**src/rtl/apbb_pkg.sv**
```systemverilog
// Shared types, field widths and register indexes for the affine bounding-box core.
`timescale 1ns / 1ps
`default_nettype none

package apbb_pkg;

  // Fixed widths of the configuration words, vertex fields and box fields.
  localparam int CFG_W     = 32;
  localparam int VTX_W     = 32;
  localparam int BOX_W     = 17;
  localparam int CFG_IDX_W = 3;
  localparam int PROD_W    = CFG_W + VTX_W;

  // Configuration register indexes.
  localparam logic [CFG_IDX_W-1:0] REG_SCALE_X = 3'd0;
  localparam logic [CFG_IDX_W-1:0] REG_SKEW_Y  = 3'd1;
  localparam logic [CFG_IDX_W-1:0] REG_SKEW_X  = 3'd2;
  localparam logic [CFG_IDX_W-1:0] REG_SCALE_Y = 3'd3;
  localparam logic [CFG_IDX_W-1:0] REG_SHIFT_X = 3'd4;
  localparam logic [CFG_IDX_W-1:0] REG_SHIFT_Y = 3'd5;

  typedef logic signed [CFG_W-1:0] cfg_word_t;
  typedef logic signed [VTX_W-1:0] vtx_word_t;
  typedef logic signed [BOX_W-1:0] box_word_t;
  typedef logic [CFG_IDX_W-1:0]    cfg_index_t;

  // Linear part of the affine matrix.
  typedef struct packed {
    cfg_word_t scale_x;
    cfg_word_t skew_y;
    cfg_word_t skew_x;
    cfg_word_t scale_y;
  } matrix_t;

  // Translation applied to the box corners.
  typedef struct packed {
    cfg_word_t shift_x;
    cfg_word_t shift_y;
  } shift_t;

endpackage

`default_nettype wire

```
**src/rtl/apbb_finalize.sv**
```systemverilog
// Translation of the box corners, then floor and ceiling into the output register.
`timescale 1ns / 1ps
`default_nettype none

module apbb_finalize #(
  parameter int COORD_WIDTH = 32,
  parameter int FRAC_BITS   = 16
) (
  input  wire                          clk,
  input  wire                          rst,
  input  wire                          in_valid,
  output logic                         in_ready,
  input  wire signed [COORD_WIDTH-1:0] min_x,
  input  wire signed [COORD_WIDTH-1:0] min_y,
  input  wire signed [COORD_WIDTH-1:0] max_x,
  input  wire signed [COORD_WIDTH-1:0] max_y,
  input  wire apbb_pkg::shift_t        shift,
  output logic                         out_valid,
  input  wire                          out_ready,
  output apbb_pkg::box_word_t          box_left,
  output apbb_pkg::box_word_t          box_top,
  output apbb_pkg::box_word_t          box_right,
  output apbb_pkg::box_word_t          box_bottom
);

  localparam int SW = ((COORD_WIDTH > apbb_pkg::CFG_W) ? COORD_WIDTH : apbb_pkg::CFG_W) + 1;
  localparam int CW = ((COORD_WIDTH > FRAC_BITS + 1) ? COORD_WIDTH : FRAC_BITS + 1) + 1;

  localparam logic signed [SW-1:0] SUM_HI   = (SW'(1) <<< (COORD_WIDTH - 1)) - SW'(1);
  localparam logic signed [SW-1:0] SUM_LO   = ~SUM_HI;
  localparam logic signed [CW-1:0] CEIL_ADD = (CW'(1) <<< FRAC_BITS) - CW'(1);

  function automatic logic signed [COORD_WIDTH-1:0] translate(
    input logic signed [COORD_WIDTH-1:0] v,
    input apbb_pkg::cfg_word_t           t
  );
    logic signed [SW-1:0] s;
    s = SW'(v) + SW'(t);
    if (s > SUM_HI) begin
      translate = SUM_HI[COORD_WIDTH-1:0];
    end else if (s < SUM_LO) begin
      translate = SUM_LO[COORD_WIDTH-1:0];
    end else begin
      translate = s[COORD_WIDTH-1:0];
    end
  endfunction

  function automatic apbb_pkg::box_word_t to_floor(input logic signed [COORD_WIDTH-1:0] v);
    logic signed [CW-1:0] s;
    s = CW'(v) >>> FRAC_BITS;
    to_floor = s[apbb_pkg::BOX_W-1:0];
  endfunction

  function automatic apbb_pkg::box_word_t to_ceil(input logic signed [COORD_WIDTH-1:0] v);
    logic signed [CW-1:0] a;
    logic signed [CW-1:0] s;
    a = CW'(v) + CEIL_ADD;
    s = a >>> FRAC_BITS;
    to_ceil = s[apbb_pkg::BOX_W-1:0];
  endfunction

  logic                          vt;
  logic signed [COORD_WIDTH-1:0] t_min_x;
  logic signed [COORD_WIDTH-1:0] t_min_y;
  logic signed [COORD_WIDTH-1:0] t_max_x;
  logic signed [COORD_WIDTH-1:0] t_max_y;

  logic free_o;
  logic free_t;

  assign free_o   = !out_valid || out_ready;
  assign free_t   = !vt || free_o;
  assign in_ready = free_t;

  always_ff @(posedge clk) begin
    if (rst) begin
      vt        <= 1'b0;
      out_valid <= 1'b0;
    end else begin
      if (free_t) vt <= in_valid;
      if (free_o) out_valid <= vt;
    end
  end

  always_ff @(posedge clk) begin
    if (free_t) begin
      t_min_x <= translate(min_x, shift.shift_x);
      t_min_y <= translate(min_y, shift.shift_y);
      t_max_x <= translate(max_x, shift.shift_x);
      t_max_y <= translate(max_y, shift.shift_y);
    end
    if (free_o) begin
      box_left   <= to_floor(t_min_x);
      box_top    <= to_floor(t_min_y);
      box_right  <= to_ceil(t_max_x);
      box_bottom <= to_ceil(t_max_y);
    end
  end

endmodule

`default_nettype wire

```
**config.mk**
```make
export PLATFORM = sky130hd
export DESIGN_NAME = apbb_finalize
export DESIGN_NICKNAME = d
export VERILOG_FILES = /design/src/rtl/apbb_pkg.sv /design/src/rtl/apbb_finalize.sv
export SDC_FILE = /design/constraint.sdc
export NUM_CORES = 1
export LEC_CHECK = 0
export ABC_AREA = 1
export BUFFER_PORTS_ARGS = -buffer_cell sky130_fd_sc_hd__buf_2
export CAP_MARGIN = 15
export CORE_AREA = 3 3 139 208
export CTS_BUF_LIST = sky130_fd_sc_hd__clkbuf_4 sky130_fd_sc_hd__clkbuf_8
export DETAILED_ROUTE_END_ITERATION = 7
export DIE_AREA = 0 0 142 211
export HOLD_SLACK_MARGIN = 0.03
export PLACE_DENSITY = 0.85
export SYNTH_ARGS = -nofsm -noshare
export SYNTH_HDL_FRONTEND = slang
export SYNTH_SLANG_ARGS = --single-unit
```
**constraint.sdc**
```tcl
create_clock -name clk -period 8.8 [get_ports clk]
set_input_delay 0.44 -clock clk [delete_from_list [all_inputs] [get_ports clk]]
set_output_delay 0.44 -clock clk [all_outputs]
set_load 0.01 [all_outputs]
```
==> report_table.html <==
<table>
<tr><th>Metric</th><th>Value</th></tr>
<tr><th colspan="2">Logic synthesis</th></tr>
<tr><td>Number of distinct library cells after synthesis</td><td>45</td></tr>
<tr><td>Mapped cell area</td><td>15,400 um2</td></tr>
<tr><td>Ys Warns</td><td>0</td></tr>
<tr><td>Synth Instances</td><td>between 2,000 and 2,500</td></tr>
<tr><td>Number of enable-type register cells in the synthesized netlist</td><td>about 160</td></tr>
<tr><td>Flip-flop and latch count after synthesis</td><td>roughly 160</td></tr>
<tr><td>Ys async rst share</td><td>0%</td></tr>
<tr><td>Average size of a mapped cell</td><td>~6.7 um2</td></tr>
<tr><td>Number of nets in the synthesized netlist</td><td>about 2,600</td></tr>
<tr><td>Most used flip-flop cell after synthesis</td><td>edfxtp_1</td></tr>
<tr><td>Proportion of synthesized chip area in sequential cells</td><td>a little under a third</td></tr>
<tr><th colspan="2">GRT</th></tr>
<tr><td>Initial antenna violation count</td><td>0</td></tr>
<tr><td>First-pass GRT wire length</td><td>72.9 mm</td></tr>
<tr><td>Pin count of the biggest net entering global routing</td><td>68</td></tr>
<tr><td>Number of global-route vias before repair</td><td>15,200</td></tr>
<tr><td>Global-route usage over all layers</td><td>between 30% and 40%</td></tr>
<tr><td>Congestion Overflow GR</td><td>0</td></tr>
<tr><th colspan="2">Clock network</th></tr>
<tr><td>Maximum clock path buffer count</td><td>2</td></tr>
<tr><td>Clock latency on the worst-skew pair</td><td>between 0.4 and 0.5 ns</td></tr>
<tr><td>Num Clock Sinks</td><td>around 160</td></tr>
<tr><td>Post-cts resize count</td><td>0</td></tr>
<tr><td>CTS H-tree lvls</td><td>4</td></tr>
<tr><td>CTS buffer count</td><td>17</td></tr>
<tr><td>Clock input transition at the sequential cells of the worst setup and hold paths</td><td>0.10 ns</td></tr>
<tr><td>Number of buffers inserted for hold repair after clock tree synthesis</td><td>0</td></tr>
<tr><td>Clock tree from TritonCTS</td><td>built</td></tr>
<tr><td>Root buf cell</td><td>clkbuf_8</td></tr>
<tr><td>Number of setup buffers added after CTS</td><td>0</td></tr>
<tr><th colspan="2">Final layout</th></tr>
<tr><td>Net total in the final layout</td><td>2,895</td></tr>
<tr><td>Number of standard cells in the final layout excluding fillers</td><td>around 2,900</td></tr>
<tr><td>Layout cell share with drive strength beyond 1</td><td>between 10% and 20%</td></tr>
<tr><td>Filler cell count in the final layout</td><td>approximately 2,600</td></tr>
<tr><td>Synthesis-to-finish area growth</td><td>13.7%</td></tr>
<tr><th colspan="2">Setup path</th></tr>
<tr><td>Crit path buf inv count</td><td>4</td></tr>
<tr><td>Required time at the worst-slack endpoint</td><td>around 9 ns</td></tr>
<tr><td>Startpoint of the most critical setup path</td><td>shift[32]</td></tr>
<tr><td>Source of the worst register-to-register timing path</td><td>t_max_x[20]</td></tr>
<tr><td>Worst setup EP type</td><td>flop</td></tr>
<tr><td>Data arrival time of the critical path</td><td>around 3.2 ns</td></tr>
<tr><td>Critical path cell sequence</td><td>buf_2 -&gt; ha_1 -&gt; inv_1 -&gt; fa_1 -&gt; inv_1 -&gt; nand2_1 -&gt; nand2_1 -&gt; nand3_1 -&gt; nand2_1 -&gt; nand2_1 -&gt; nand2_1 -&gt; nand2_1 -&gt; nand2_1 -&gt; nand2_1 -&gt; nand2_1 -&gt; nand3_1 -&gt; inv_1 -&gt; nand2_1 -&gt; nor2_1 -&gt; nor2_1 -&gt; nand2_2 -&gt; nand2_1</td></tr>
<tr><td>Sort of element at the start of the critical path</td><td>input port</td></tr>
<tr><td>CP most frequent cell</td><td>nand2_1</td></tr>
<tr><td>Worst stage delay on the critical path</td><td>~0.40 ns</td></tr>
<tr><td>WS Path Type</td><td>in -&gt; reg</td></tr>
<tr><td>Critical path's top delay family</td><td>simple AND/OR/NAND/NOR gates</td></tr>
<tr><td>Critical path's slowest cell</td><td>nand2_2</td></tr>
<tr><td>Crit-path max FO</td><td>31</td></tr>
<tr><th colspan="2">Floorplanning</th></tr>
<tr><td>Starting Density</td><td>a little under three fifths</td></tr>
<tr><td>Top-level I/O count</td><td>approximately 270</td></tr>
<tr><td>Full die area</td><td>between 20,000 and 30,000 um2</td></tr>
<tr><td>Vertical die dimension</td><td>roughly 210 um</td></tr>
<tr><td>Cell Rows</td><td>74</td></tr>
<tr><td>Die extent in x</td><td>approximately 140 um</td></tr>
<tr><td>Core region area</td><td>27,300 um2</td></tr>
<tr><th colspan="2">STA</th></tr>
<tr><td>Clock tree skew after final layout</td><td>approximately 0.024 ns</td></tr>
<tr><td>Fin crit share</td><td>34.3%</td></tr>
<tr><td>Relative slew slack</td><td>a little over a third</td></tr>
<tr><td>Worst hold margin</td><td>~0.11 ns</td></tr>
<tr><td>Final worst path period need</td><td>3.02 ns</td></tr>
<tr><td>RSZ-0062 raised after global routing</td><td>false</td></tr>
<tr><td>Number of max-slew violations in the final report</td><td>0</td></tr>
<tr><td>Pin slew with the least headroom to its limit</td><td>0.952 ns</td></tr>
<tr><td>Top achievable clock speed</td><td>0.332 GHz</td></tr>
<tr><td>Final-layout setup total negative slack</td><td>0 ns</td></tr>
<tr><td>Final number of hold-violating endpoints</td><td>0</td></tr>
<tr><td>Setup violation total in the final timing report</td><td>0</td></tr>
<tr><th colspan="2">Worst hold path</th></tr>
<tr><td>Path category of the worst min-delay check</td><td>in -&gt; reg</td></tr>
<tr><td>Worst Min Path Start</td><td>rst</td></tr>
<tr><th colspan="2">Outcome</th></tr>
<tr><td>Outcome</td><td>complete, no violations</td></tr>
<tr><th colspan="2">Power and ir drop</th></tr>
<tr><td>Max IR drop VDD</td><td>approximately 0.17 mV</td></tr>
<tr><td>PD cells</td><td>~170 nW/um2</td></tr>
<tr><td>Static leakage power</td><td>approximately 9.4 nW</td></tr>
<tr><td>Tot Pwr</td><td>just under 3 mW</td></tr>
<tr><th colspan="2">Job</th></tr>
<tr><td>Max-cap viol count</td><td>0</td></tr>
<tr><th colspan="2">Detailed routing</th></tr>
<tr><td>Starting DRC count in detailed routing</td><td>837</td></tr>
<tr><td>Via density</td><td>~5.3</td></tr>
<tr><td>Number of nets still failing antenna checks after routing</td><td>0</td></tr>
<tr><td>Vias</td><td>15,600</td></tr>
<tr><td>Post-Route WL</td><td>~47 mm</td></tr>
<tr><td>First-pass iteration count of the detailed router</td><td>6</td></tr>
<tr><td>Drt drc</td><td>0</td></tr>
<tr><td>Routed wirelength normalized by instance count</td><td>between 15 and 20 um</td></tr>
<tr><th colspan="2">Placement</th></tr>
<tr><td>Placed instance count</td><td>2,890</td></tr>
<tr><td>Placer Congestion</td><td>1.04</td></tr>
<tr><td>Detailed placement HPWL</td><td>between 40 and 50 mm</td></tr>
<tr><td>Port Buf Inserts</td><td>265</td></tr>
</table>
==> metrics by stage <==
step                      cell area, um2  util, %  setup slack, ns
final                              17500     64.0             5.78
after global routing               17500     64.0             5.45
after CTS                          17500     64.0             5.82
after detailed placement           17000     62.3             5.29
after global placement             17000     62.3             5.40
after floorplan                    15400        -             4.89
==> where the power goes <==
group	switching, mW	total (mW)	internal, mW
Clock	0.328	0.623	0.295
Sequential	0.0878	1.23	1.15
Combinational	0.729	1.12	0.394
==> final cells by class <==
cell class / instances / area, um2 / area share [%]
diodes: 1 / 2.50 / 0.0143
clock buffers: 17 / 234 / 1.34
clock inverters: 14 / 209 / 1.20
inverters: 348 / 1310 / 7.48
multi-input cells: 1769 / 9050 / 51.8
flip-flops and latches: 164 / 4900 / 28.1
well taps: 342 / 428 / 2.45
repair buffers: 267 / 1340 / 7.68
==> routing by layer <==
metal	vias up	track usage, %	share of wire (%)
met5	-	0	0
met4	0	19.7	7.1
met3	165	2.99	3.8
met2	500	58.1	52
met1	6980	32.3	37
li1	7941	-	-
==> logic make-up (layout without fill, tap and decap cells) <==
logic type      after synthesis  after routing  synth area share, %
simple gates               1359           1359                 36.5
buf+inv                     367            646                 9.34
compound gates              222            222                 8.09
flops                       164            164                 31.9
fa+ha+maj                   132            132                 10.9
xor+xnor                     56             56                 3.19
other cells                   0              1                    0
==> worst paths after layout <==
path	cells after the start	to	slack [ns]
max	22	t_max_x[19]	5.78
max reg2reg	12	box_right[15]	6.53
min reg2reg	0	box_left[11]	0.41
min	2	out_valid	0.11
==> registers in the layout, indices dropped and copies added (netlist names) <==
| register | count |
|---|---|
| out_valid | 1 |
| t_max_y | 32 |
| t_min_y | 16 |
| box_top | 16 |
| box_bottom | 17 |
| box_right | 17 |
| vt | 1 |
| box_left | 16 |
| t_min_x | 16 |
| t_max_x | 32 |
==> worst register-to-register path: cells and delay by family (launching register included) <==
kind                      cells  cell delay [ns]
and+or+nand+nor               9             1.37
DFF                           1             0.39
xor gates and xnor gates      1             0.16
buffers and inverters         2             0.12
==> cells in the final DEF, fill, tap and decap left out, drive strengths merged, types with 41 or more instances in the layout <==
master / count
nor2: 242
a21oi: 125
o21ai: 47
inv: 357
nand3: 144
nand2: 880
xor2: 41
buf: 267
edfxtp: 162
ha: 128
==> cells in the mapped netlist, drive strengths merged (2+ instances only) <==
| library cell | count | area (um2) |
|---|---|---|
| a21o | 12 | 90.1 |
| o21ai | 47 | 235 |
| nand2 | 880 | 3370 |
| dfxtp | 2 | 40.0 |
| o21a | 4 | 30.0 |
| edfxtp | 162 | 4860 |
| nand3b | 18 | 135 |
| nand3 | 144 | 721 |
| nor4 | 11 | 68.8 |
| nor2 | 242 | 931 |
| clkbuf | 7 | 26.3 |
| fa | 4 | 80.1 |
| a31oi | 10 | 62.6 |
| o211ai | 3 | 22.5 |
| a21boi | 5 | 37.5 |
| buf | 12 | 103 |
| a21oi | 125 | 637 |
| o21bai | 10 | 75.1 |
| nand4 | 23 | 144 |
| ha | 128 | 1600 |
| nor3 | 28 | 165 |
| and2 | 9 | 57.6 |
| or2 | 2 | 12.5 |
| xor2 | 41 | 359 |
| inv | 348 | 1310 |
| xnor2 | 15 | 131 |
Power figures use the tool's default switching activity.
