File: config.mk
export PLATFORM = sky130hd
export DESIGN_NAME = apbb_accum
export DESIGN_NICKNAME = d
export VERILOG_FILES = /design/src/rtl/apbb_accum.sv
export SDC_FILE = /design/constraint.sdc
export NUM_CORES = 1
export LEC_CHECK = 0
export ABC_AREA = 1
export BUFFER_PORTS_ARGS = -buffer_cell sky130_fd_sc_hd__buf_4
export CORE_ASPECT_RATIO = 0.6
export CORE_MARGIN = 2
export CORE_UTILIZATION = 45
export DETAILED_ROUTE_END_ITERATION = 16
export HOLD_SLACK_MARGIN = 0.03
export PLACE_DENSITY = 0.77
export RECOVER_POWER = 25
export SETUP_SLACK_MARGIN = 0.3
export SLEW_MARGIN = 20
export SYNTH_ARGS = -nofsm -noshare
export SYNTH_HDL_FRONTEND = slang
export SYNTH_SLANG_ARGS = --single-unit
export TNS_END_PERCENT = 50
File: constraint.sdc
create_clock -name clk -period 3.4 [get_ports clk]
set_clock_uncertainty 0.15 [all_clocks]
set_input_delay 0.17 -clock clk [delete_from_list [all_inputs] [get_ports clk]]
set_output_delay 0.17 -clock clk [all_outputs]
set_load 0.02 [all_outputs]
File: src/rtl/apbb_accum.sv
// Running minimum and maximum of the transformed vertices, with a corner register per mesh.
`timescale 1ns / 1ps
`default_nettype none

module apbb_accum #(
  parameter int COORD_WIDTH = 32
) (
  input  wire                           clk,
  input  wire                           rst,
  input  wire                           in_valid,
  output logic                          in_ready,
  input  wire signed [COORD_WIDTH-1:0]  in_tx,
  input  wire signed [COORD_WIDTH-1:0]  in_ty,
  input  wire                           in_last,
  output logic                          out_valid,
  input  wire                           out_ready,
  output logic signed [COORD_WIDTH-1:0] min_x,
  output logic signed [COORD_WIDTH-1:0] min_y,
  output logic signed [COORD_WIDTH-1:0] max_x,
  output logic signed [COORD_WIDTH-1:0] max_y
);

  logic signed [COORD_WIDTH-1:0] min_x_acc;
  logic signed [COORD_WIDTH-1:0] min_y_acc;
  logic signed [COORD_WIDTH-1:0] max_x_acc;
  logic signed [COORD_WIDTH-1:0] max_y_acc;
  logic                          box_empty;

  logic signed [COORD_WIDTH-1:0] min_x_next;
  logic signed [COORD_WIDTH-1:0] min_y_next;
  logic signed [COORD_WIDTH-1:0] max_x_next;
  logic signed [COORD_WIDTH-1:0] max_y_next;

  logic free_c;
  logic take;

  // Only a closing vertex needs room in the corner register.
  assign free_c   = !out_valid || out_ready;
  assign in_ready = !in_last || free_c;
  assign take     = in_valid && in_ready;

  assign min_x_next = (box_empty || in_tx < min_x_acc) ? in_tx : min_x_acc;
  assign max_x_next = (box_empty || in_tx > max_x_acc) ? in_tx : max_x_acc;
  assign min_y_next = (box_empty || in_ty < min_y_acc) ? in_ty : min_y_acc;
  assign max_y_next = (box_empty || in_ty > max_y_acc) ? in_ty : max_y_acc;

  always_ff @(posedge clk) begin
    if (rst) begin
      min_x_acc <= '0;
      min_y_acc <= '0;
      max_x_acc <= '0;
      max_y_acc <= '0;
      box_empty <= 1'b1;
      out_valid <= 1'b0;
    end else begin
      if (free_c) out_valid <= take && in_last;
      if (take) begin
        if (in_last) begin
          min_x_acc <= '0;
          min_y_acc <= '0;
          max_x_acc <= '0;
          max_y_acc <= '0;
          box_empty <= 1'b1;
        end else begin
          min_x_acc <= min_x_next;
          min_y_acc <= min_y_next;
          max_x_acc <= max_x_next;
          max_y_acc <= max_y_next;
          box_empty <= 1'b0;
        end
      end
    end
  end

  always_ff @(posedge clk) begin
    if (free_c && take && in_last) begin
      min_x <= min_x_next;
      min_y <= min_y_next;
      max_x <= max_x_next;
      max_y <= max_y_next;
    end
  end

  a_clear_after_last: assert property (@(posedge clk) disable iff (rst)
    take && in_last |=> box_empty)
    else $error("accumulator not cleared after closing vertex");

  a_acc_ordered: assert property (@(posedge clk) disable iff (rst)
    !box_empty |-> (min_x_acc <= max_x_acc) && (min_y_acc <= max_y_acc))
    else $error("running minimum exceeds running maximum");

  a_corner_ordered: assert property (@(posedge clk) disable iff (rst)
    out_valid |-> (min_x <= max_x) && (min_y <= max_y))
    else $error("corner register holds an inverted box");

endmodule

`default_nettype wire

==> summary.txt, run 1 <==
Run status
  • Status: finished, final reports clean

Place
  • GPL Wtd Cong: 0.859
  • I/O Buffers: 198
  • Post-DP HPWL: 27700 um
  • Placed cells: 2305

Route
  • DRC Markers: 0
  • Vias per cell: 5.37
  • Vias: 13000
  • TritonRoute pass-1 iters: 7
  • WL final: 41900 um
  • Initial DRC Count: 1234
  • Routed WL per cell: 17.3 um
  • Post-DRT Antenna Nets: 0

Synth
  • Post-Syn Instances: 1748
  • Post-Synthesis Cell Area: 0.0149 sq mm
  • Simple-gate share of the synthesized area: 29.6%
  • Synth top area cells: edfxtp_1 26%, dfxtp_1 17%, ha_1 11%
  • Top-area cell type share of the netlist area: 25.8%
  • Yosys Warn Count: 0
  • Post-Synth Adder-Cell Area: 10.6%
  • Largest family of logic cells by synthesized area: simple AND/OR/NAND/NOR gates
  • Post-synthesis mux area share: 0%
  • Post-synthesis register bit count: 258
  • Synth Area per Inst: 8.54 sq um
  • Mapped Nets: 1943
  • Post-synthesis sequential area ratio: 43.2%
  • Complex-gate fraction of the synthesized area: 7.82%
  • Xor/xnor share of the synthesized area: 0%
  • Leading area contributor after synthesis: edfxtp_1
  • Netlist cell types: 33

Power
  • Pwr per Cell Area: 469 mW/mm^2
  • P_leak: 0.00706 uW
  • Worst vdd ir: 0.000382 V

Global route
  • Tot GR Track Use: 23.6%
  • First-pass GRT wire length: 65900 um
  • Initial antenna violation count: 2
  • Largest net degree at the start of global routing: 129
  • Vias in the first global route: 12700
  • Global route overflow: 0

Worst hold path
  • Hold depth: 2
  • Hold Path Class: primary input to register

Layout
  • Fill count: 2959
  • Share of cells above drive strength 1: 12.9%
  • Final net count: 2172
  • Post-Layout Cell Count: 2422
  • P&R area growth vs syn: 20.4%

Timing
  • TNS Setup: 0 ns
  • Max-slew headroom: 45.7%
  • Fin. Hold Viols: 0
  • Setup violators final: 0
  • Fin crit share: 87.7%
  • Max Slew Vio Count: 0
  • Peak Freq: 335 MHz
  • Tmin final: 2.98 ns
  • RSZ-0062 raised after global routing: false
  • Worst slew pin tran: 0.815 ns

Setup path
  • Critical Path AT: 3.12 ns
  • Crit path launch type: register
  • Worst reg-to-reg path cell count: 11
  • Endpoint class of the critical path: register
  • CP Class: register to register
  • Crit-path max FO: 25
  • Required time worst endpoint: 3.53 ns

Clock network
  • CTS tree: built
  • Max clock buf depth: 3
  • Clk sink count: 258
  • Setup Buffers After CTS: 0
  • Clock Pin Slew Worst Setup and Hold Paths: 0.06 ns
  • H-tree Lvls: 1
  • Num CTS Buffers: 26
  • Root Buffer: clkbuf_16
  • Worst-skew pair later-pin latency: 0.55 ns

Floorplanning
  • I/O pin total: 199
  • Die span in y: 145 um
  • Area of the core: 0.0325 sq mm
  • Die W: 239 um
  • Row cnt: 51
  • Starting density of the core: 45.8%
  • Die footprint: 0.0347 sq mm

Job
  • Max_cap viols: 0
-- worst max-delay path, stage by stage, from the launching register on --
cell and delay (ns):
dfxtp_1 0.33, inv_1 0.07, ha_1 0.29, nand2_1 0.07
nor2_1 0.18, nand2_1 0.14, nor4_4 0.41, nand2_2 0.11
nand3_2 0.28, buf_6 0.31, nand4_1 0.15, and2_1 0.23
-- synth_stat cells, drive strengths merged --
cell type / number
inv: 227
nor4: 2
clkbuf: 44
nand2: 388
nand3: 208
o21a: 2
a21oi: 186
nor2: 37
nand4: 72
clkinv: 3
edfxtp: 128
a21o: 3
nand3b: 2
ha: 126
o211ai: 1
dfxtp: 130
nor3: 4
o21ai: 15
and2: 128
buf: 42
-- cell type report --
cell class                 count  area [sq um]  area share, %
inverter                     230           870           4.84
tap                          424           531           2.95
clock inverter                14           216           1.20
antenna                        2          5.00         0.0279
timing repair buffer         287          1960           10.9
clock buffer                  33           718           4.00
sequential                   258          6450           35.9
multi-input combinational   1174          7220           40.2
-- report_power, final --
group | leakage [uW] | internal, uW | total [uW] | switching [uW]
logic | 0.00434 | 594 | 1680 | 1090
registers | 0.00226 | 3470 | 3540 | 69.2
clock network | 0.000452 | 1940 | 3200 | 1260
total | 0.00706 | 6000 | 8420 | 2420
-- state kept, by name, summed over array words and instances (netlist names) --
signal and cells:
max_x 32, max_y 32, min_x 32, out_valid 1, min_y_acc 32, max_y_acc 32
min_x_acc 32, min_y 32, max_x_acc 32, box_empty 1
-- per-layer routing --
layer	global-route usage, %	wire, um
met1	33.8	19400
met2	37.0	18700
met3	3.73	2790
met4	6.34	1030
met5	0	0
-- kinds of logic after synthesis --
logic type / count (synthesis)
flip-flops: 258
buffers and inverters: 316
AND/OR/NAND/NOR: 841
adder cells (fa/ha/maj): 126
AO/OA/AOI/OAI: 207
-- timing repair --
action	CTS	global route
hold endpoints to repair	258	0
resized for setup	3	7
pin swaps	0	2
hold buffers	68	0
setup endpoints to repair	64	61
-- placed cells by master (no fill, tap or decap), types with 6 or more instances in the layout --
cell type        n
nand2_2          6
dlygate4sd3_1   68
nand4_1         72
buf_12           8
bufinv_16        6
and2_1         128
a21oi_2         32
a21oi_1        154
clkinv_1         7
nor2_1          35
dfxtp_1        129
nand2_1        347
nand3_1        172
nand3_2         34
buf_4           79
edfxtp_1       128
nand2_4         34
inv_2           12
ha_1           125
clkbuf_1       133
clkbuf_16       27
o21ai_0         10
inv_1          214
-- per-stage QoR --
step           setup slack (ns)  hold WS [ns]  power (uW)  area [sq um]  utilization [%]
6_report                  0.418        0.0653        8420         18000             55.2
3_5_place_dp             0.0997         0.305        5260         16800             51.6
2_1_floorplan             0.208         0.174        4700         14900                -
4_1_cts                   0.339        0.0357        8540         18400             56.6
5_1_grt                   0.308        0.0580        8790         18000             55.2
3_3_place_gp              0.131         0.301        5200         16800             51.6
-- worst paths after layout --
path | startpoint | end | slack (ns)
setup / recovery | min_x_acc[27]$_SDFFE_PP0P_ | min_x[2]$_DFFE_PP_ | 0.42
hold / removal | rst | min_y_acc[9]$_SDFFE_PP0P_ | 0.07
setup reg to reg | min_x_acc[27]$_SDFFE_PP0P_ | min_x[2]$_DFFE_PP_ | 0.42
hold reg to reg | max_y_acc[30]$_SDFFE_PP0P_ | max_y_acc[30]$_SDFFE_PP0P_ | 0.31
Power figures use the tool's default switching activity.
==> run 2, diff against run 1 <==
--- a/config.mk
+++ b/config.mk
@@ -7,12 +7,14 @@
 export LEC_CHECK = 0
 export ABC_AREA = 1
 export BUFFER_PORTS_ARGS = -buffer_cell sky130_fd_sc_hd__buf_4
+export CELL_PAD_IN_SITES_DETAIL_PLACEMENT = 0
+export CELL_PAD_IN_SITES_GLOBAL_PLACEMENT = 1
 export CORE_ASPECT_RATIO = 0.6
 export CORE_MARGIN = 2
-export CORE_UTILIZATION = 45
+export CORE_UTILIZATION = 40
 export DETAILED_ROUTE_END_ITERATION = 16
 export HOLD_SLACK_MARGIN = 0.03
-export PLACE_DENSITY = 0.77
+export PLACE_DENSITY = 0.87
 export RECOVER_POWER = 25
 export SETUP_SLACK_MARGIN = 0.3
 export SLEW_MARGIN = 20
==> summary.txt, run 2 (synthesized netlist as in run 1, its figures left out) <==
Layout
  • Post-Layout Cell Count: 2515
  • Final net count: 2184
  • Share of cells above drive strength 1: 13.4%
  • Most frequent cells in the layout: 347 x nand2_1, 214 x inv_1, 172 x nand3_1
  • Commonest non-fill, non-tap cell in the layout: nand2_1
  • P&R area growth vs syn: 21.1%

Floorplanning
  • I/O pin total: 199
  • Starting density of the core: 40.8%
  • Row cnt: 54
  • Die span in y: 154 um
  • Die footprint: 0.0389 sq mm
  • Area of the core: 0.0366 sq mm
  • Die W: 253 um

Place
  • GPL Wtd Cong: 0.865
  • Setup WS pre-CTS: 0.562 ns
  • I/O Buffers: 198
  • Placed cells: 2395
  • Post-DP HPWL: 28600 um

Setup path
  • Crit path launch type: register
  • Worst reg2reg endpoint: max_y[5]$_DFFE_PP_
  • R2r setup slk: 0.55 ns
  • CP endpoint: max_y[5]$_DFFE_PP_
  • CP Class: register to register
  • Reg2Reg Launch Point: max_y_acc[27]$_SDFFE_PP0P_
  • Crit-path max FO: 17
  • Worst reg-to-reg path cell count: 13
  • Endpoint class of the critical path: register
  • Required time worst endpoint: 3.56 ns
  • Critical Path AT: 3.01 ns
  • Worst Setup SP: max_y_acc[27]$_SDFFE_PP0P_

Global route
  • Initial antenna violation count: 1
  • Largest net degree at the start of global routing: 108
  • Vias in the first global route: 12200
  • Global route overflow: 0
  • Tot GR Track Use: 21.6%
  • First-pass GRT wire length: 66900 um

Timing
  • Tmin final: 2.85 ns
  • RSZ-0062 raised after global routing: false
  • Worst setup margin: 0.554 ns
  • TNS Setup: 0 ns
  • Worst slew pin tran: 0.830 ns
  • Hold slack: 0.314 ns
  • Setup violators final: 0
  • Max-slew headroom: 44.6%
  • Fin. Hold Viols: 0
  • Max Slew Vio Count: 0
  • Fin crit share: 83.7%
  • Peak Freq: 351 MHz

Run status
  • Status: finished, final reports clean

Route
  • Routed WL per cell: 17.0 um
  • Initial DRC Count: 864
  • Post-DRT Antenna Nets: 0
  • WL final: 42700 um
  • DRC Markers: 0
  • Vias per cell: 5.03
  • TritonRoute pass-1 iters: 5
  • Vias: 12700

Power
  • Pwr per Cell Area: 455 mW/mm^2
  • P_leak: 0.00708 uW
  • Pwr Total: 8210 uW
  • Worst vdd ir: 0.000333 V

Clock network
  • CTS tree: built
  • H-tree Lvls: 1
  • Num CTS Buffers: 27
  • Root Buffer: clkbuf_16
  • Clk sink count: 258
  • Setup Buffers After CTS: 0
  • Max clock buf depth: 3
  • Worst-skew pair later-pin latency: 0.56 ns
  • Clock Pin Slew Worst Setup and Hold Paths: 0.07 ns

Worst hold path
  • Hold Path Class: register to register

Job
  • Max_cap viols: 0
[run 2: cell types whose count changed in the layout (fill, tap and decap cells not counted), moves of 2 or more]
cell and change:
buf_4 +11, clkinv_2 +5, bufinv_16 -4, clkinv_1 -4
clkbuf_1 +3, buf_12 +2, buf_6 -2
[run 2: worst min path at each step]
stage | to | depth (start not counted) | slack (ns) | from
finish | max_y_acc[1]$_SDFFE_PP0P_ | 2 | 0.31 | max_y_acc[1]$_SDFFE_PP0P_
global route | max_x_acc[6]$_SDFFE_PP0P_ | 2 | 0.33 | max_x_acc[6]$_SDFFE_PP0P_
global placement | max_y_acc[18]$_SDFFE_PP0P_ | 2 | 0.30 | max_y_acc[18]$_SDFFE_PP0P_
CTS | min_x_acc[14]$_SDFFE_PP0P_ | 2 | 0.32 | min_x_acc[14]$_SDFFE_PP0P_
floorplan | box_empty$_SDFFE_PP1P_ | 2 | 0.17 | in_last
detailed placement | min_x_acc[14]$_SDFFE_PP0P_ | 2 | 0.31 | min_x_acc[14]$_SDFFE_PP0P_
[run 2: worst max-delay path, stage by stage, from the launching register on]
cell and delay (ns):
dfxtp_1 0.33, inv_1 0.06, ha_1 0.30, nand2_1 0.08, nor2_1 0.31, nand2_1 0.12, a21oi_1 0.16, nor2_1 0.07
nand3_1 0.11, nand3_2 0.10, nand2_2 0.36, buf_12 0.22, nand2_1 0.08, and2_1 0.15
[run 2: where the power goes]
group	total, uW	switching, uW	internal [uW]
Sequential	3540	69.3	3470
Combinational	1690	1090	597
Clock	2980	1300	1680
Total	8210	2460	5750
[run 2: area by class of cell]
class / count / area (sq um)
clock inverter: 13 / 123
timing repair buffer: 298 / 2050
tap: 504 / 631
sequential: 258 / 6450
antenna: 1 / 2.50
fill: 3482 / 18500
clock buffer: 37 / 743
multi-input combinational: 1174 / 7190
inverter: 230 / 870
[run 2: what timing repair did]
item,4_1_cts,5_1_grt
hold endpoints to repair,256,0
hold buffers,69,0
endpoints found under the setup margin,0,5
gates resized for setup,0,1
[run 2: routing by layer]
| metal | global-route usage, % | share of wire, % |
|---|---|---|
| met1 | 32.6 | 50 |
| met2 | 31.9 | 42 |
| met4 | 4.93 | 2.2 |
| met3 | 3.62 | 5.7 |
| met5 | 0 | 0 |
[run 2: through the flow]
stage / cell area, sq um / utilization [%]
finish: 18100 / 49.4
global route: 18100 / 49.4
CTS: 18500 / 50.7
detailed placement: 17000 / 46.4
global placement: 17000 / 46.4
floorplan: 14900 / -
==> run 3, diff against run 2 <==
==> constraint.sdc (replaced) <==
create_clock -name clk -period 2.57 [get_ports clk]
set_clock_uncertainty 0.15 [all_clocks]
set_input_delay 0.1285 -clock clk [delete_from_list [all_inputs] [get_ports clk]]
set_output_delay 0.1285 -clock clk [all_outputs]
set_load 0.02 [all_outputs]
==> summary.txt, run 3 (synthesized netlist as in run 1, its figures left out) <==
Run status
  • Status: complete, but fails checks
  • Failing checks: setup timing

Global route
  • First-pass GRT wire length: 74500 um
  • Tot GR Track Use: 24.4%
  • Global route overflow: 0
  • Vias in the first global route: 13600
  • Largest net degree at the start of global routing: 101
  • Initial antenna violation count: 2

Layout
  • Share of cells above drive strength 1: 41.6%
  • Most frequent cells in the layout: 243 x nand2_1, 168 x inv_1, 159 x buf_4
  • Post-Layout Cell Count: 2609
  • Commonest non-fill, non-tap cell in the layout: nand2_1
  • P&R area growth vs syn: 46.8%
  • Final net count: 2278

Timing
  • Max-slew headroom: 49.7%
  • Setup violators final: 38
  • TNS Setup: -0.745 ns
  • Fin crit share: 102%
  • Fin. Hold Viols: 0
  • Worst slew pin tran: 0.754 ns
  • Peak Freq: 382 MHz
  • Worst setup margin: -0.0454 ns
  • RSZ-0062 raised after global routing: true
  • Max Slew Vio Count: 0
  • Tmin final: 2.62 ns

Place
  • Post-DP HPWL: 28600 um
  • GPL Wtd Cong: 0.872
  • I/O Buffers: 198
  • Placed cells: 2423

Worst hold path
  • Hold Path Class: register to register
  • Hold path endpoint: max_x_acc[1]$_SDFFE_PP0P_
  • Hold depth: 2
  • Min-delay src: max_x_acc[1]$_SDFFE_PP0P_

Power
  • P_sw: 3730 uW
  • Pwr Total: 12100 uW
  • Pwr per Cell Area: 551 mW/mm^2
  • Sw Ratio: 30.9%
  • Clock network power share: 32.3%
  • P_leak: 0.00840 uW
  • Sequential Power Share: 38.9%
  • Cell Int Power: 8350 uW
  • Comb power frac: 28.7%
  • Worst vdd ir: 0.000467 V

Route
  • Post-DRT Antenna Nets: 0
  • WL final: 50800 um
  • Vias per cell: 5.29
  • TritonRoute pass-1 iters: 5
  • Routed WL per cell: 19.5 um
  • Initial DRC Count: 1101
  • Vias: 13800
  • DRC Markers: 0

Clock network
  • Clock Pin Slew Worst Setup and Hold Paths: 0.07 ns
  • CTS tree: built
  • Num CTS Buffers: 27
  • Root Buffer: clkbuf_16
  • Worst-skew pair later-pin latency: 0.56 ns
  • H-tree Lvls: 1
  • Clk sink count: 258
  • Max clock buf depth: 3

Setup path
  • Required time worst endpoint: 2.73 ns
  • Crit-path max FO: 8
  • Worst reg2reg endpoint: max_y[7]$_DFFE_PP_
  • Crit path launch type: register
  • Worst reg-to-reg path cell count: 15
  • Endpoint class of the critical path: register
  • Critical Path AT: 2.77 ns
  • Reg2Reg Launch Point: max_y_acc[23]$_SDFFE_PP0P_
  • CP Class: register to register
  • R2r setup slk: -0.05 ns

Job
  • Max_cap viols: 0

Floorplanning
  • Die span in y: 154 um
  • Row cnt: 54
  • Area of the core: 0.0366 sq mm
  • Starting density of the core: 40.8%
  • I/O pin total: 199
  • Die W: 253 um
  • Die footprint: 0.0389 sq mm
[run 3: layer usage]
| layer | global-route usage [%] | up-vias | routed length [um] | part of all wire (%) |
|---|---|---|---|---|
| met5 | 0 | - | 0 | 0 |
| met4 | 6.40 | 0 | 1180 | 2.3 |
| met3 | 4.60 | 86 | 3690 | 7.3 |
| met2 | 38.4 | 521 | 23200 | 46 |
| met1 | 34.3 | 6661 | 22800 | 45 |
| li1 | - | 6521 | - | - |
[run 3: worst max-delay path: stages, from the launching register on]
cell and delay [ns]:
dfxtp_2 0.34, inv_2 0.06, ha_4 0.28, nand2_4 0.06, nor2_4 0.13, nand4_1 0.21
nor2_4 0.19, nand2_4 0.08, nand3_4 0.07, nand3_4 0.09, buf_6 0.14, nand2_8 0.08
buf_6 0.12, buf_12 0.14, nand2_1 0.08, and2_1 0.14
[run 3: final cells by class]
cell class | instances | area (sq um)
well taps | 504 | 631
flip-flops and latches | 258 | 6530
multi-input cells | 1174 | 9400
diodes | 2 | 5.00
repair buffers | 392 | 3620
clock inverters | 6 | 58.8
inverters | 230 | 875
fillers | 3044 | 14700
clock buffers | 43 | 787
[run 3: power groups by stage]
stage	logic, uW	registers [uW]	clock network, uW
2_1_floorplan	1310	4910	0
3_3_place_gp	2290	4770	0
3_5_place_dp	2340	4770	0
4_1_cts	3060	4700	3980
5_1_grt	3690	4720	4130
6_report	3470	4700	3910
[run 3: stage by stage]
stage | cell area [sq um] | hold WS (ns) | worst slack (ns) | util, %
global route | 21900 | 0.327 | -0.193 | 59.9
finish | 21900 | 0.306 | -0.0454 | 59.9
floorplan | 14900 | 0.132 | -0.622 | -
CTS | 20900 | 0.286 | 0.0366 | 57.2
detailed placement | 17400 | 0.304 | -0.176 | 47.5
global placement | 17400 | 0.292 | -0.0939 | 47.5
[run 3: how the worst max path moves through the flow]
stage | start | to | slack [ns] | depth (start not counted)
2_1_floorplan | out_valid$_SDFFE_PP0P_ | max_x[0]$_DFFE_PP_ | -0.62 | 7
3_3_place_gp | max_x_acc[31]$_SDFFE_PP0P_ | max_x[16]$_DFFE_PP_ | -0.09 | 13
3_5_place_dp | max_x_acc[31]$_SDFFE_PP0P_ | max_x[16]$_DFFE_PP_ | -0.18 | 13
4_1_cts | min_y_acc[27]$_SDFFE_PP0P_ | min_y[5]$_DFFE_PP_ | 0.04 | 14
5_1_grt | max_y_acc[29]$_SDFFE_PP0P_ | max_y[10]$_DFFE_PP_ | -0.19 | 16
6_report | max_y_acc[23]$_SDFFE_PP0P_ | max_y[7]$_DFFE_PP_ | -0.05 | 15
[run 3: repair_timing]
action                                  4_1_cts  5_1_grt
setup buffers                                36       12
resized for setup                           311      287
hold buffers                                 70        0
cloned                                       14        3
hold endpoints to repair                    258        0
endpoints found under the setup margin      256      257
pin swaps                                    85      135
